<file path="src/rtl/core/csd_pkg.sv">
// Shared types, constants and helpers of the cursor sprite decoder.
// No dependencies; every module of the block imports this package.
`timescale 1ns / 1ps

package csd_pkg;

    // Sprite geometry
    localparam int SPRITE_SPAN = 256;
    localparam int OFS_W       = $clog2(SPRITE_SPAN);
    localparam logic [OFS_W-1:0] OFS_MAX = OFS_W'(SPRITE_SPAN - 1);

    // Field widths
    localparam int BYTE_W  = 8;
    localparam int BASE_W  = 12;
    localparam int COORD_W = 13;
    localparam int VALUE_W = 32;
    localparam int SLOTS   = 4;
    localparam int OUT_W   = 64;

    // Pixel codes
    localparam logic [1:0] CODE_BLACK = 2'b11;
    localparam logic [1:0] CODE_WHITE = 2'b00;
    localparam logic [1:0] CODE_END   = 2'b10;
    localparam logic [1:0] CODE_SKIP  = 2'b01;

    // Configuration register indexes
    localparam int CFG_IDX_W = 2;
    localparam logic [CFG_IDX_W-1:0] CFG_BASE_X = 2'd0;
    localparam logic [CFG_IDX_W-1:0] CFG_BASE_Y = 2'd1;
    localparam logic [CFG_IDX_W-1:0] CFG_BLACK  = 2'd2;
    localparam logic [CFG_IDX_W-1:0] CFG_WHITE  = 2'd3;

    // Job queue
    localparam int QDEPTH = 4;
    localparam int QPTR_W = $clog2(QDEPTH);
    localparam int QCNT_W = $clog2(QDEPTH + 1);

    // One decoded byte: which slots draw, their colors and columns, the row
    typedef struct packed {
        logic [SLOTS-1:0]            draw;
        logic [SLOTS-1:0]            black;
        logic [SLOTS-1:0][OFS_W-1:0] col;
        logic [OFS_W-1:0]            row;
    } t_job;

    // Configuration registers as seen by the pixel side
    typedef struct packed {
        logic [BASE_W-1:0]  base_x;
        logic [BASE_W-1:0]  base_y;
        logic [VALUE_W-1:0] black_value;
        logic [VALUE_W-1:0] white_value;
    } t_cfg;

    // Advance an offset, holding at the sprite edge
    function automatic logic [OFS_W-1:0] sat_inc(input logic [OFS_W-1:0] v);
        return (v >= OFS_MAX) ? OFS_MAX : v + 1'b1;
    endfunction

endpackage

</file>
<file path="src/rtl/core/csd_front.sv">
// Front part: accepts sprite bytes, walks the four codes and tracks offsets.
// Depends on csd_pkg; feeds a t_job per byte with drawn pixels to csd_queue.
`timescale 1ns / 1ps

module csd_front
    import csd_pkg::*;
(
    input  logic              i_clk,
    input  logic              i_rst_n,
    input  logic              i_valid,
    output logic              o_ready,
    input  logic [BYTE_W-1:0] i_byte,
    input  logic              i_start,
    input  logic              i_full,
    output logic              o_push,
    output t_job              o_job
);

    logic [OFS_W-1:0] r_col, n_col;
    logic [OFS_W-1:0] r_row, n_row;
    logic             w_accept;

    assign o_ready  = !i_full;
    assign w_accept = i_valid && !i_full;

    // Walk the codes, most significant pair first, stop at end of line
    always_comb begin
        logic [OFS_W-1:0] c;
        logic [1:0]       code;
        logic             ended;
        c     = i_start ? '0 : r_col;
        n_row = i_start ? '0 : r_row;
        ended = 1'b0;
        o_job = '0;
        o_job.row = n_row;
        for (int k = 0; k < SLOTS; k++) begin
            code = i_byte[BYTE_W-1-2*k -: 2];
            if (!ended) begin
                if (code == CODE_END) begin
                    ended = 1'b1;
                    c     = '0;
                    n_row = sat_inc(n_row);
                end else begin
                    if (code == CODE_BLACK || code == CODE_WHITE) begin
                        o_job.draw[k]  = 1'b1;
                        o_job.black[k] = (code == CODE_BLACK);
                        o_job.col[k]   = c;
                    end
                    c = sat_inc(c);
                end
            end
        end
        n_col = c;
    end

    // Queue only bytes that draw something
    assign o_push = w_accept && (|o_job.draw);

    // Hold offsets between bytes
    always_ff @(posedge i_clk) begin
        if (!i_rst_n) begin
            r_col <= '0;
            r_row <= '0;
        end else if (w_accept) begin
            r_col <= n_col;
            r_row <= n_row;
        end
    end

endmodule

</file>
<file path="src/rtl/core/csd_queue.sv">
// Short job queue between the front and the pixel side.
// Depends on csd_pkg for t_job and the depth constants.
`timescale 1ns / 1ps

module csd_queue
    import csd_pkg::*;
(
    input  logic i_clk,
    input  logic i_rst_n,
    input  logic i_push,
    input  t_job i_job,
    output logic o_full,
    input  logic i_pop,
    output logic o_valid,
    output t_job o_job
);

    t_job              r_mem [QDEPTH];
    logic [QPTR_W-1:0] r_wptr;
    logic [QPTR_W-1:0] r_rptr;
    logic [QCNT_W-1:0] r_count;
    logic              w_pop;

    assign o_full  = (r_count == QCNT_W'(QDEPTH));
    assign o_valid = (r_count != '0);
    assign o_job   = r_mem[r_rptr];
    assign w_pop   = i_pop && o_valid;

    // Store job entries
    always_ff @(posedge i_clk) begin
        if (i_push) begin
            r_mem[r_wptr] <= i_job;
        end
    end

    // Advance pointers and count
    always_ff @(posedge i_clk) begin
        if (!i_rst_n) begin
            r_wptr  <= '0;
            r_rptr  <= '0;
            r_count <= '0;
        end else begin
            if (i_push) begin
                r_wptr <= r_wptr + 1'b1;
            end
            if (w_pop) begin
                r_rptr <= r_rptr + 1'b1;
            end
            if (i_push && !w_pop) begin
                r_count <= r_count + 1'b1;
            end else if (w_pop && !i_push) begin
                r_count <= r_count - 1'b1;
            end
        end
    end

endmodule

</file>
<file path="src/rtl/core/csd_back.sv">
// Pixel side: takes jobs from the queue and emits one pixel item per cycle while the output is not stalled.
// Depends on csd_pkg; drives the output register of the block.
`timescale 1ns / 1ps

module csd_back
    import csd_pkg::*;
(
    input  logic               i_clk,
    input  logic               i_rst_n,
    input  t_cfg               i_cfg,
    input  logic               i_q_valid,
    input  t_job               i_q_job,
    output logic               o_q_pop,
    output logic               o_valid,
    input  logic               i_ready,
    output logic [COORD_W-1:0] o_x,
    output logic [COORD_W-1:0] o_y,
    output logic [VALUE_W-1:0] o_value,
    output logic               o_last
);

    t_job               r_cur;
    logic               r_cur_valid;
    logic               r_out_valid;
    logic [COORD_W-1:0] r_x;
    logic [COORD_W-1:0] r_y;
    logic [VALUE_W-1:0] r_value;
    logic               r_last;

    logic                      w_adv;
    logic [$clog2(SLOTS)-1:0]  w_sel;
    logic [SLOTS-1:0]          w_rem;
    logic                      w_fin;
    logic                      w_load;

    // Pick the first slot still to draw
    always_comb begin
        w_sel = '0;
        for (int k = SLOTS - 1; k >= 0; k--) begin
            if (r_cur.draw[k]) begin
                w_sel = k[$clog2(SLOTS)-1:0];
            end
        end
        w_rem = r_cur.draw & ~(SLOTS'(1) << w_sel);
    end

    assign w_adv   = !r_out_valid || i_ready;
    assign w_fin   = r_cur_valid && (w_rem == '0);
    assign w_load  = w_adv && (!r_cur_valid || w_fin);
    assign o_q_pop = w_load && i_q_valid;

    // Step through the current job, load the next as the last pixel goes out
    always_ff @(posedge i_clk) begin
        if (!i_rst_n) begin
            r_cur_valid <= 1'b0;
            r_out_valid <= 1'b0;
        end else if (w_adv) begin
            r_out_valid <= r_cur_valid;
            if (w_load) begin
                r_cur_valid <= i_q_valid;
            end
        end
    end

    // Payload: current job and the output register
    always_ff @(posedge i_clk) begin
        if (w_adv) begin
            if (w_load) begin
                r_cur <= i_q_job;
            end else begin
                r_cur.draw <= w_rem;
            end
            r_x     <= COORD_W'(i_cfg.base_x) + COORD_W'(r_cur.col[w_sel]);
            r_y     <= COORD_W'(i_cfg.base_y) + COORD_W'(r_cur.row);
            r_value <= r_cur.black[w_sel] ? i_cfg.black_value : i_cfg.white_value;
            r_last  <= w_fin;
        end
    end

    assign o_valid = r_out_valid;
    assign o_x     = r_x;
    assign o_y     = r_y;
    assign o_value = r_value;
    assign o_last  = r_last;

endmodule

</file>
<file path="src/rtl/core/cursor_sprite_decoder_top.sv">
// Top level of the cursor sprite decoder: configuration registers and the
// front, queue and pixel side. Depends on csd_pkg, csd_front, csd_queue, csd_back.
//
//  channel   dir  handshake                  payload
//  s (byte)  in   i_s_tvalid / o_s_tready    tdata: sprite_byte; tuser: start_of_sprite
//  m (pixel) out  o_m_tvalid / i_m_tready    tdata: pixel_x, pixel_y, pixel_value; tlast
//  cfg       in   i_cfg_we                   i_cfg_idx, i_cfg_data
//
// A byte is taken whenever the job queue is not full; its drawn pixels leave
// one per cycle while the output is not stalled. On its way out, a drawing
// byte passes the job queue, the current-job register and the output register.
// Up to four drawing bytes wait in the job queue; o_s_tready falls when it is full.
// Synchronous reset clears offsets, queue and valid flags and loads the
// configuration reset values.
`timescale 1ns / 1ps

module cursor_sprite_decoder_top
    import csd_pkg::*;
(
    input  logic                 i_clk,
    input  logic                 i_rst_n,
    input  logic                 i_s_tvalid,
    output logic                 o_s_tready,
    input  logic [BYTE_W-1:0]    i_s_tdata,   // [7:0] sprite_byte
    input  logic                 i_s_tuser,   // [0] start_of_sprite
    output logic                 o_m_tvalid,
    input  logic                 i_m_tready,
    output logic [OUT_W-1:0]     o_m_tdata,   // [12:0] pixel_x, [25:13] pixel_y,
                                              // [57:26] pixel_value, [63:58] zero
    output logic                 o_m_tlast,   // last_of_byte
    input  logic                 i_cfg_we,
    input  logic [CFG_IDX_W-1:0] i_cfg_idx,
    input  logic [VALUE_W-1:0]   i_cfg_data
);

    t_cfg               r_cfg;
    logic               w_full;
    logic               w_push;
    t_job               w_push_job;
    logic               w_q_valid;
    t_job               w_q_job;
    logic               w_q_pop;
    logic [COORD_W-1:0] w_x;
    logic [COORD_W-1:0] w_y;
    logic [VALUE_W-1:0] w_value;

    // Write configuration registers
    always_ff @(posedge i_clk) begin
        if (!i_rst_n) begin
            r_cfg.base_x      <= '0;
            r_cfg.base_y      <= '0;
            r_cfg.black_value <= '0;
            r_cfg.white_value <= '1;
        end else if (i_cfg_we) begin
            unique case (i_cfg_idx)
                CFG_BASE_X: r_cfg.base_x      <= i_cfg_data[BASE_W-1:0];
                CFG_BASE_Y: r_cfg.base_y      <= i_cfg_data[BASE_W-1:0];
                CFG_BLACK:  r_cfg.black_value <= i_cfg_data;
                CFG_WHITE:  r_cfg.white_value <= i_cfg_data;
                default:    ;
            endcase
        end
    end

    csd_front u_front (
        .i_clk   (i_clk),
        .i_rst_n (i_rst_n),
        .i_valid (i_s_tvalid),
        .o_ready (o_s_tready),
        .i_byte  (i_s_tdata),
        .i_start (i_s_tuser),
        .i_full  (w_full),
        .o_push  (w_push),
        .o_job   (w_push_job)
    );

    csd_queue u_queue (
        .i_clk   (i_clk),
        .i_rst_n (i_rst_n),
        .i_push  (w_push),
        .i_job   (w_push_job),
        .o_full  (w_full),
        .i_pop   (w_q_pop),
        .o_valid (w_q_valid),
        .o_job   (w_q_job)
    );

    csd_back u_back (
        .i_clk     (i_clk),
        .i_rst_n   (i_rst_n),
        .i_cfg     (r_cfg),
        .i_q_valid (w_q_valid),
        .i_q_job   (w_q_job),
        .o_q_pop   (w_q_pop),
        .o_valid   (o_m_tvalid),
        .i_ready   (i_m_tready),
        .o_x       (w_x),
        .o_y       (w_y),
        .o_value   (w_value),
        .o_last    (o_m_tlast)
    );

    // Pack the pixel item, pad to whole bytes
    assign o_m_tdata = {(OUT_W - 2*COORD_W - VALUE_W)'(0), w_value, w_y, w_x};

endmodule

</file>
<file path="config.mk">
export PLATFORM = sky130hd
export DESIGN_NAME = cursor_sprite_decoder_top
export DESIGN_NICKNAME = d
export VERILOG_FILES = /design/src/rtl/core/csd_pkg.sv /design/src/rtl/core/csd_front.sv /design/src/rtl/core/csd_queue.sv /design/src/rtl/core/csd_back.sv /design/src/rtl/core/cursor_sprite_decoder_top.sv
export SDC_FILE = /design/constraint.sdc
export NUM_CORES = 1
export LEC_CHECK = 0
export ABC_AREA = 1
export BUFFER_PORTS_ARGS = -buffer_cell sky130_fd_sc_hd__buf_2
export CAP_MARGIN = 25
export CORE_AREA = 4 4 219 221
export CTS_CLUSTER_DIAMETER = 40
export CTS_CLUSTER_SIZE = 8
export DETAILED_ROUTE_END_ITERATION = 10
export DIE_AREA = 0 0 223 225
export GPL_ROUTABILITY_DRIVEN = 0
export GPL_TIMING_DRIVEN = 0
export PLACE_DENSITY = 0.68
export SLEW_MARGIN = 10
export SYNTH_ARGS = -nofsm -noshare
export SYNTH_HDL_FRONTEND = slang
export SYNTH_SLANG_ARGS = --single-unit
</file>
<file path="constraint.sdc">
create_clock -name i_clk -period 4.6 [get_ports i_clk]
set_input_delay 0.46 -clock i_clk [delete_from_list [all_inputs] [get_ports i_clk]]
set_output_delay 0.46 -clock i_clk [all_outputs]
set_load 0.03 [all_outputs]
</file>
==> Word-level counts from Yosys, hierarchy flattened <==
Memories as Yosys holds them, arrays and structs flattened. A register that Yosys moved wholly into a read port is not among the register bits.
Index checks and enable logic that the tools add are counted.
{ "word_totals": {"mem_bits_rw": 192, "input_bits": 48, "regBits": 220, "memories": 1, "out_inout_bits": 67} }
{ "classes": {"magnitude_cmp": 9, "n_eq_ne": 12, "addsub": 14, "shift": 1, "bitwise_logic": 2, "n_reduce_logical": 33, "muxes": 78} }
{ "mem_list": {"columns": ["name", "words", "word_bits", "read_ports", "rd_clocked_by_memory_dff", "write_ports", "line", "rtl"], "rows": [
  ["u_queue.r_mem", 4, 48, 1, 1, 1, "csd_queue.sv:18", "t_job r_mem [QDEPTH];"]
]} }
{ "op_table": {"columns": ["cell", "n"], "rows": [
  ["$mux W8", 36],
  ["$add A8 B1 Y8 const B", 8],
  ["$ge A8 B8 Y1 const B", 8],
  ["$mux W32", 1],
  ["$mux W1", 30],
  ["$add A12 B8 Y13", 2],
  ["$eq A2 B2 Y1 const B", 10],
  ["$bmux W8 S2", 1],
  ["$mux W2", 6],
  ["$logic_not A2 Y1", 5],
  ["$reduce_and A2 Y1", 5],
  ["$logic_and A1 B1 Y1", 8],
  ["$logic_or A1 B1 Y1", 6],
  ["$mux W3", 2],
  ["$logic_not A1 Y1", 5],
  ["$add A2 B1 Y2 const B", 2],
  ["$and A4 B4 Y4", 1],
  ["$logic_not A4 Y1", 1],
  ["$mux W4", 1],
  ["$not A4 Y4", 1],
  ["$reduce_or A4 Y1", 1],
  ["$shl A1 B2 Y4 const A", 1],
  ["$add A3 B1 Y3 const B", 1],
  ["$eq A3 B3 Y1 const B", 1],
  ["other kinds (6)", 6]
]} }

==> Depth between registers and ports, before layout <==
Gate-level depths: netlist of run 1.
{ "depth": {"ltp_word": 16, "ltp_mapped": 34} }

==> By module <==
Synthesis of run 1 repeated with hierarchy kept, for this count alone.
{ "hier_totals": {"cells_unflattened": 2031, "area_unflattened_um2": 19117.1} }
{ "by_module_without_submodules": {"columns": ["module", "cells_each", "area_per_inst_um2", "n_inst"], "rows": [
  ["csd_queue", 528, 7639.8, 1],
  ["csd_back", 443, 5004.8, 1],
  ["cursor_sprite_decoder_top", 507, 3462.1, 1],
  ["csd_front", 553, 3010.4, 1]
]} }

==> Worst setup path before layout of run 1 <==
No wires, ideal clock.
{ "synth_timing": {"kind": "in2reg", "startpoint": "in i_s_tdata[6]", "endpoint": "mem u_queue.r_mem[0][0] in the netlist's numbering, enable pin", "path_stages": 11, "path_slack_ps": -139, "path_buffers": 1, "required_time_ps": 4146, "arrival_ps": 4285, "path_cell_list": "inv_1 -> ha_1 -> buf_2 -> nor2_1 -> inv_1 -> nor2_1 -> inv_1 -> nor2_1 -> or4_1 -> nand2_1 -> nor2_1"} }
{ "synth_lines": {"columns": ["element", "line", "rtl"], "rows": [
  ["start, declared", "cursor_sprite_decoder_top.sv:24", "input logic [BYTE_W-1:0] i_s_tdata,"],
  ["end, declared", "csd_queue.sv:18", null]
]} }

==> Worst setup path after layout of run 1 <==
{ "layout_timing": {"startpoint": "reg u_front.r_col[0]", "endpoint": "reg u_front.r_col[0]"} }
{ "layout_between": {"elab_chain_cells": 16, "word_cells_on_any_way": 20, "cone_classes": "add/sub (4); order compare (4); mux (12)"} }
{ "layout_rtl": {"columns": ["element", "line", "rtl"], "rows": [
  ["start, declared", "csd_front.sv:19", "logic [OFS_W-1:0] r_col, n_col;"],
  ["start signal, assigned", "csd_front.sv:65", "r_col <= n_col;"],
  ["$mux W8 *", "csd_front.sv:31", "c = i_start ? '0 : r_col;"],
  ["$add A8 B1 Y8 / $ge A8 B8 Y1 (equally long branches)", "csd_pkg.sv:56", "return (v >= OFS_MAX) ? OFS_MAX : v + 1'b1;"],
  ["$mux W8 *", "csd_pkg.sv:56", null],
  ["$mux W8 *", "csd_front.sv:39", "if (code == CODE_END) begin"],
  ["$add A8 B1 Y8 / $ge A8 B8 Y1 (equally long branches)", "csd_pkg.sv:56", null],
  ["$mux W8", "csd_pkg.sv:56", null],
  ["$mux W8", "csd_front.sv:39", null],
  ["$mux W8 *", "csd_front.sv:38", "if (!ended) begin"],
  ["$add A8 B1 Y8 / $ge A8 B8 Y1 (equally long branches)", "csd_pkg.sv:56", null],
  ["$mux W8", "csd_pkg.sv:56", null],
  ["$mux W8", "csd_front.sv:39", null],
  ["$mux W8 *", "csd_front.sv:38", null],
  ["$add A8 B1 Y8 / $ge A8 B8 Y1 (equally long branches)", "csd_pkg.sv:56", null],
  ["$mux W8", "csd_pkg.sv:56", null],
  ["$mux W8", "csd_front.sv:39", null],
  ["$mux W8 *", "csd_front.sv:38", null]
]} }
Every way passes the cells marked *; elsewhere a longest branch is shown, timed or not.
A chain may end at the register's enable or synchronous reset.

==> results of run 1 <==
-- path summary, 6_finish.rpt --
check,endpoint,slack (ps),cells past startpoint
hold / removal,r_cfg[14],80,3
setup / recovery,u_front.r_col[0],300,34
hold reg to reg,r_cfg[60],450,2
setup reg to reg,u_front.r_col[0],300,34
-- synth_stat cells, types with 10 or more instances --
cell type / n / area, um2
dfxtp_1: 115 / 2300
clkbuf_1: 61 / 229
a21oi_1: 98 / 490
o22ai_1: 53 / 332
nand3_2: 14 / 140
a31oi_1: 13 / 81.3
edfxtp_1: 299 / 8980
nor2_2: 10 / 62.6
ha_1: 33 / 413
nor2_1: 221 / 830
nand2_2: 19 / 119
inv_1: 147 / 552
xor2_1: 26 / 228
nand2_1: 288 / 1080
o21ai_0: 205 / 1030
nand3_1: 79 / 395
-- kinds of logic (layout without fill, tap and decap cells) --
logic type / after synthesis / in the layout
and+or+nand+nor: 677 / 678
other: 1 / 6
AOI/OAI and AO/OA: 389 / 389
adders and majority gates: 36 / 36
DFF: 414 / 414
xor gates and xnor gates: 34 / 34
buffers and inverters: 235 / 457
-- power by group through the flow --
stage | logic (uW) | clock network [uW] | registers (uW)
CTS | 3700 | 4220 | 5290
global placement | 3520 | 0 | 5380
finish | 3710 | 4150 | 5280
global route | 4080 | 4400 | 5340
floorplan | 1900 | 0 | 5810
detailed placement | 3680 | 0 | 5350
-- routing by layer --
layer,wire (um),track usage [%],vias to the layer above,share of wire [%]
li1,-,-,6504,-
met3,3390,3.60,78,7.5
met5,0,0,-,0
met1,19600,23.4,6432,43
met2,21200,28.7,517,47
met4,1060,5.37,0,2.3
-- layout make-up --
class | instances | area (um2) | share of cell area, %
Buffer | 75 | 349 | 1.61
Sequential cell | 414 | 11300 | 52.1
Inverter | 160 | 614 | 2.84
Tap cell | 607 | 759 | 3.51
Clock buffer | 96 | 1730 | 7.99
Multi-Input combinational cell | 1143 | 6060 | 28.0
Timing Repair Buffer | 118 | 768 | 3.55
Clock inverter | 8 | 96.3 | 0.445
-- cells in the final DEF (no fill, tap or decap), types with 7 or more instances in the layout --
cell | Yosys | layout
o21ai_1 | 7 | 7
inv_2 | 7 | 9
dfxtp_1 | 115 | 113
xor2_1 | 26 | 26
a21oi_1 | 98 | 97
a31oi_1 | 13 | 13
xnor2_1 | 8 | 8
nand3_2 | 14 | 14
nor2_1 | 221 | 214
buf_2 | 2 | 109
buf_4 | 7 | 9
inv_1 | 147 | 145
o22ai_1 | 53 | 53
clkbuf_16 | 0 | 63
o21ai_0 | 205 | 205
edfxtp_1 | 299 | 299
nand3_1 | 79 | 79
nor2_2 | 10 | 13
clkbuf_1 | 61 | 91
nor3_1 | 7 | 7
nor2_4 | 9 | 14
nand2_2 | 19 | 19
nand2_1 | 288 | 287
ha_1 | 33 | 29
-- state kept, by name (all words and copies together) (netlist names), named ones only --
signal	flops
u_back.o_y	13
r_cfg	88
u_back.o_value	32
u_queue.r_rptr	2
u_back.r_cur_valid	1
u_back.o_x	13
u_queue.r_mem	192
u_front.r_col	8
u_front.r_row	8
u_queue.r_count	3
u_back.o_valid	1
u_back.r_cur	48
u_back.o_last	1
u_queue.r_wptr	2
-- critical path: cells and delay by family (launching register included) --
| kind | cells | cell delay, ps |
|---|---|---|
| adder cells (fa/ha/maj) | 4 | 800 |
| AO/OA/AOI/OAI | 1 | 150 |
| AND/OR/NAND/NOR | 22 | 2180 |
| buffers and inverters | 7 | 730 |
| flip-flops | 1 | 340 |
-- per-stage QoR --
stage	setup TNS, ps	total power [uW]
after global routing	-20.9	13800
after detailed placement	-42220	9030
final	0	13100
after floorplan	-26720	7710
after global placement	-603340	8900
after CTS	0	13200
-- repair_timing --
item	CTS	global route
gates resized for setup	0	13
setup buffers	0	2
endpoints found under the setup margin	0	53
==> impl_metrics.csv, run 1 <==
group,metric,value,unit
synth,synthXorXnorAreaFrac,1.64,%
timing,period_share,93.5,%
drt,totalWireLength,45.2,mm
place,placedCellCount,2514,
place,portBuffers,107,
cells_and_area,fillers,4133,
critical_path,arrival,4810,ps
timing,fmax,233,MHz
pwr,combPwrFrac,28.2,%
die,initial_utilization,39.4,%
global_routing,first_global_vias,12900,
cts,numCtsBuffers,61,
die,rows,79,
timing,skew,23.8,ps
drt,avgViaCountPerCell,5.16,
pwr,clock_power_share,31.6,%
synth,synth.area.mux_share,0,%
synth,synthArstFlopShare,0,%
pwr,p_int,8650,uW
die,io_pins,115,
global_routing,antenna_found_initial,1,
pwr,power_frac_seq,40.2,%
die,fp.dieH,225,um
die,die_x,223,um
timing,min_period,4300,ps
timing,tightest_slew,1110,ps
synth,synth_area,18200,um2
critical_path,crit_fanout,10,
cells_and_area,fin_util,46.9,%
critical_path,crit_type,"reg2reg",
critical_path,crit_start,"u_front.r_col[0]",
timing,fin_ws,301,ps
synth,synthCells,1786,
synth,ys_seq_area_share,61.9,%
critical_path,crit_path_end_kind,"flop",
die,dieArea,50200,um2
critical_path,reg2reg_from,"u_front.r_col[0]",
pwr,peakVddDrop,489,uV
cts,clockBufferDepth,3,
cells_and_area,diodes,0,
synth,synth_compound_area_share,11.4,%
global_routing,grtUsageTotal,17.4,%
drt,vias,13500,
cts,cts_tree,"yes",
timing,setup_viol,0,
synth,synth_edf_count,299,
timing,slew-limit-headroom,26.2,%
place,place_hpwl,31.6,mm
critical_path,worstPathRequired,5110,ps
synth,synth_top_family_by_area,"simple AND/OR/NAND/NOR gates",
place,dp_slack,-489,ps
synth,synth_simple_gate_area_share,17.1,%
synth,yosys.area_share.adder,2.60,%
hold_path,hp-start,"i_cfg_data[14]",
pwr,leakage,0.00871,uW
drt,drc,0,
hold_path,worstHoldPathType,"in2reg",
pwr,p_sw,4500,uW
cts,clk_pin_slew,50,ps
cts,cts-root-buf,"clkbuf_16",
drt,wl_per_cell,17.3,um
cts,holdBufCountCts,0,
timing,finalHoldViolations,0,
timing,drv_slew,0,
drt,drt_first_iter_violations,1226,
synth,ys_warn_count,0,
drt,first_pass_iters,5,
run,maxCapViolCount,0,
pwr,swShare,34.2,%
cts,h-tree-depth,2,
cts,insertion_delay,610,ps
synth,synth_flop_cell,"edfxtp_1",
drt,antenna_left,0,
synth,syn_area_per_cell,10.2,um2
pwr,power_density,607,nW/um2
cells_and_area,synthToLayoutAreaGrowth,19.0,%
global_routing,grt_max_degree,59,
global_routing,overflow,0,
cells_and_area,nets,2057,
critical_path,critPathMaxStageDelay,340,ps
critical_path,start_kind,"flop",
status,outcome,"completed",
critical_path,crit_top_cell,"nand2_1",
critical_path,slowest_stage,"dfxtp_2",
cells_and_area,design_area,21700,um2
die,coreArea,46200,um2
global_routing,grt_pass1_wl,70.0,mm
synth,synth_cell_type_count,52,
place,placed_cell_area,19800,um2
timing,timing.hold.ws,84.6,ps
cells_and_area,drive_gt1_share,15.2,%
synth,ys_ff_latch,414,
cts,cts.sinks,414,
cells_and_area,stdcell_count,2621,
Note: power is estimated with default switching activity, not from simulation.
==> run 2: changes to the inputs <==
--- a/config.mk
+++ b/config.mk
@@ -9,6 +9,7 @@
 export BUFFER_PORTS_ARGS = -buffer_cell sky130_fd_sc_hd__buf_2
 export CAP_MARGIN = 25
 export CORE_AREA = 4 4 219 221
+export CTS_BUF_LIST = sky130_fd_sc_hd__clkbuf_8
 export CTS_CLUSTER_DIAMETER = 40
 export CTS_CLUSTER_SIZE = 8
 export DETAILED_ROUTE_END_ITERATION = 10
==> run 2 against run 1 <==
  * Global-route usage is 0.30 points lower
  * First-iteration DRC count is 1.7% lower
  * Via count is 0.44% lower
  * Critical path depth stayed put
  * Cell count is 0.31% higher
  * Die area stayed put
  * Clock power is 33% lower
  * Flip-flop and latch count stayed put
  * Clock-buffer cell count is 31 lower
  * Combinational power hardly changed
  * Largest power group unchanged
==> impl_metrics.csv, run 2 (synthesis gave the netlist of run 1 again) <==
group,metric,value,unit
drt,vias,13500,
cells_and_area,final_cell_mix,"edfxtp_1, nand2_1, nor2_1",
drt,totalWireLength,44.5,mm
global_routing,grt_max_degree,59,
timing,period_share,92.2,%
timing,tightest_slew,1120,ps
place,place_hpwl,31.6,mm
cells_and_area,nets,2065,
hold_path,worstHoldEndpoint,"r_cfg[21]",
place,dp_slack,-489,ps
drt,first_pass_iters,7,
critical_path,crit_top_cell,"nand2_1",
critical_path,start_kind,"flop",
cts,cts.sinks,414,
global_routing,antenna_found_initial,1,
critical_path,critPathMaxStageDelay,340,ps
cts,clockBufferDepth,3,
drt,antenna_left,0,
place,portBuffers,107,
timing,min_period,4240,ps
cts,numCtsBuffers,61,
cts,cts_tree,"yes",
timing,setup_viol,0,
cells_and_area,diodes,0,
cells_and_area,fillers,4221,
timing,drv_slew,0,
critical_path,worstPathRequired,5150,ps
global_routing,overflow,0,
critical_path,crit_type,"reg2reg",
timing,slew-limit-headroom,25.2,%
timing,skew,29.5,ps
timing,fin_ws,357,ps
timing,fmax,236,MHz
timing,rsz0062_at_grt,"false",
hold_path,worstHoldPathType,"in2reg",
die,coreArea,46200,um2
drt,avgViaCountPerCell,5.12,
die,fp.dieH,225,um
cells_and_area,multi_input_area,6060,um2
place,placed_cell_area,19800,um2
hold_path,hp-start,"i_cfg_data[21]",
cells_and_area,fin_util,45.6,%
critical_path,crit_fanout,10,
cells_and_area,register_area,11300,um2
drt,drc,0,
cells_and_area,synthToLayoutAreaGrowth,15.5,%
die,rows,79,
pwr,power_density,558,nW/um2
die,die_x,223,um
drt,drt_first_iter_violations,1205,
cells_and_area,largest_register,"u_queue.r_mem",
critical_path,r2r_slack,360,ps
cts,insertion_delay,650,ps
critical_path,crit_path_end_kind,"flop",
cts,h-tree-depth,2,
critical_path,r2r-end,"u_front.r_col[0]",
cells_and_area,layout_commonest_cell,"edfxtp_1",
cts,clk_pin_slew,60,ps
hold_path,whs_path_depth,3,
drt,wl_per_cell,16.9,um
timing,final.setup.tns,0,ps
pwr,power,11700,uW
run,maxCapViolCount,0,
critical_path,arrival,4790,ps
cells_and_area,largest_reg_flops,192,
die,io_pins,115,
pwr,leakage,0.00855,uW
cells_and_area,drive_gt1_share,15.2,%
status,outcome,"completed",
critical_path,slowest_stage,"dfxtp_2",
global_routing,grt_pass1_wl,69.0,mm
global_routing,first_global_vias,12800,
pwr,peakVddDrop,346,uV
die,dieArea,50200,um2
cells_and_area,top_regs,"u_queue.r_mem (192), r_cfg (88), u_back.r_cur (48)",
die,initial_utilization,39.4,%
critical_path,critPathBufInv,7,
global_routing,grtUsageTotal,17.1,%
timing,finalHoldViolations,0,
critical_path,crit_family,"simple AND/OR/NAND/NOR gates",
critical_path,reg2reg_from,"u_front.r_col[0]",
cells_and_area,design_area,21000,um2
cts,cts-root-buf,"clkbuf_8",
critical_path,reg2regPathDepth,34,
[run 2: changes by cell type in the layout (fill, tap and decap cells not counted), sizes merged]
cell | previous run | this run
bufinv | 1 | 2
clkinvlp | 0 | 1
dlygate4sd3 | 0 | 8
clkbuf | 157 | 126
inv | 156 | 185
[run 2: worst reg2reg max path: cells and delay by family, from the launching register on]
kind,cells,cell delay [ps]
fa+ha+maj,4,780
buf+inv,7,700
flops,1,340
simple gates,22,2180
compound gates,1,150
[run 2: through the flow]
step                      cells  hold slack [ps]
final                      2629             72.3
after global routing       2629             43.2
after CTS                  2626             15.3
after detailed placement   2514              439
after global placement     2505              433
after floorplan            1791              425
[run 2: report_power, final]
| group | switching, uW | internal, uW | leakage (uW) |
|---|---|---|---|
| clock | 1350 | 1400 | 0.000680 |
| sequential | 261 | 5010 | 0.00398 |
| combinational | 2670 | 1030 | 0.00389 |
| total | 4290 | 7450 | 0.00855 |
[run 2: metal layers]
layer	routed length [um]	GRT usage, %
met2	20900	28.1
met3	3030	2.83
met5	0	0
met1	19700	23.5
met4	922	5.19
[run 2: repair_timing]
| action | 4_1_cts | 5_1_grt |
|---|---|---|
| hold endpoints to repair | 8 | 0 |
| gates resized for setup | 0 | 14 |
| hold buffers | 8 | 0 |
| setup buffers | 0 | 2 |
| endpoints found under the setup margin | 0 | 33 |
[run 2: worst max path at each step]
stage / start / end / slack [ps] / depth (start not counted)
floorplan: i_s_tdata[6] / u_queue.r_mem[0][0] / -140 / 11
global placement: i_s_tdata[6] / u_queue.r_mem[0][36] / -3090 / 12
finish: u_front.r_col[0] / u_front.r_col[0] / 360 / 34
detailed placement: i_s_tdata[6] / u_queue.r_mem[0][36] / -490 / 13
CTS: u_front.r_col[0] / u_front.r_col[3] / 30 / 34
global route: u_front.r_col[0] / u_front.r_col[3] / 10 / 32
[run 2: area by class of cell]
class / instances / share of cell area (%)
inverter: 160 / 2.92
buffer: 75 / 1.66
clock inverter: 39 / 1.06
tap: 607 / 3.61
sequential: 414 / 53.6
multi-input combinational: 1143 / 28.8
timing repair buffer: 126 / 4.03
clock buffer: 65 / 4.25
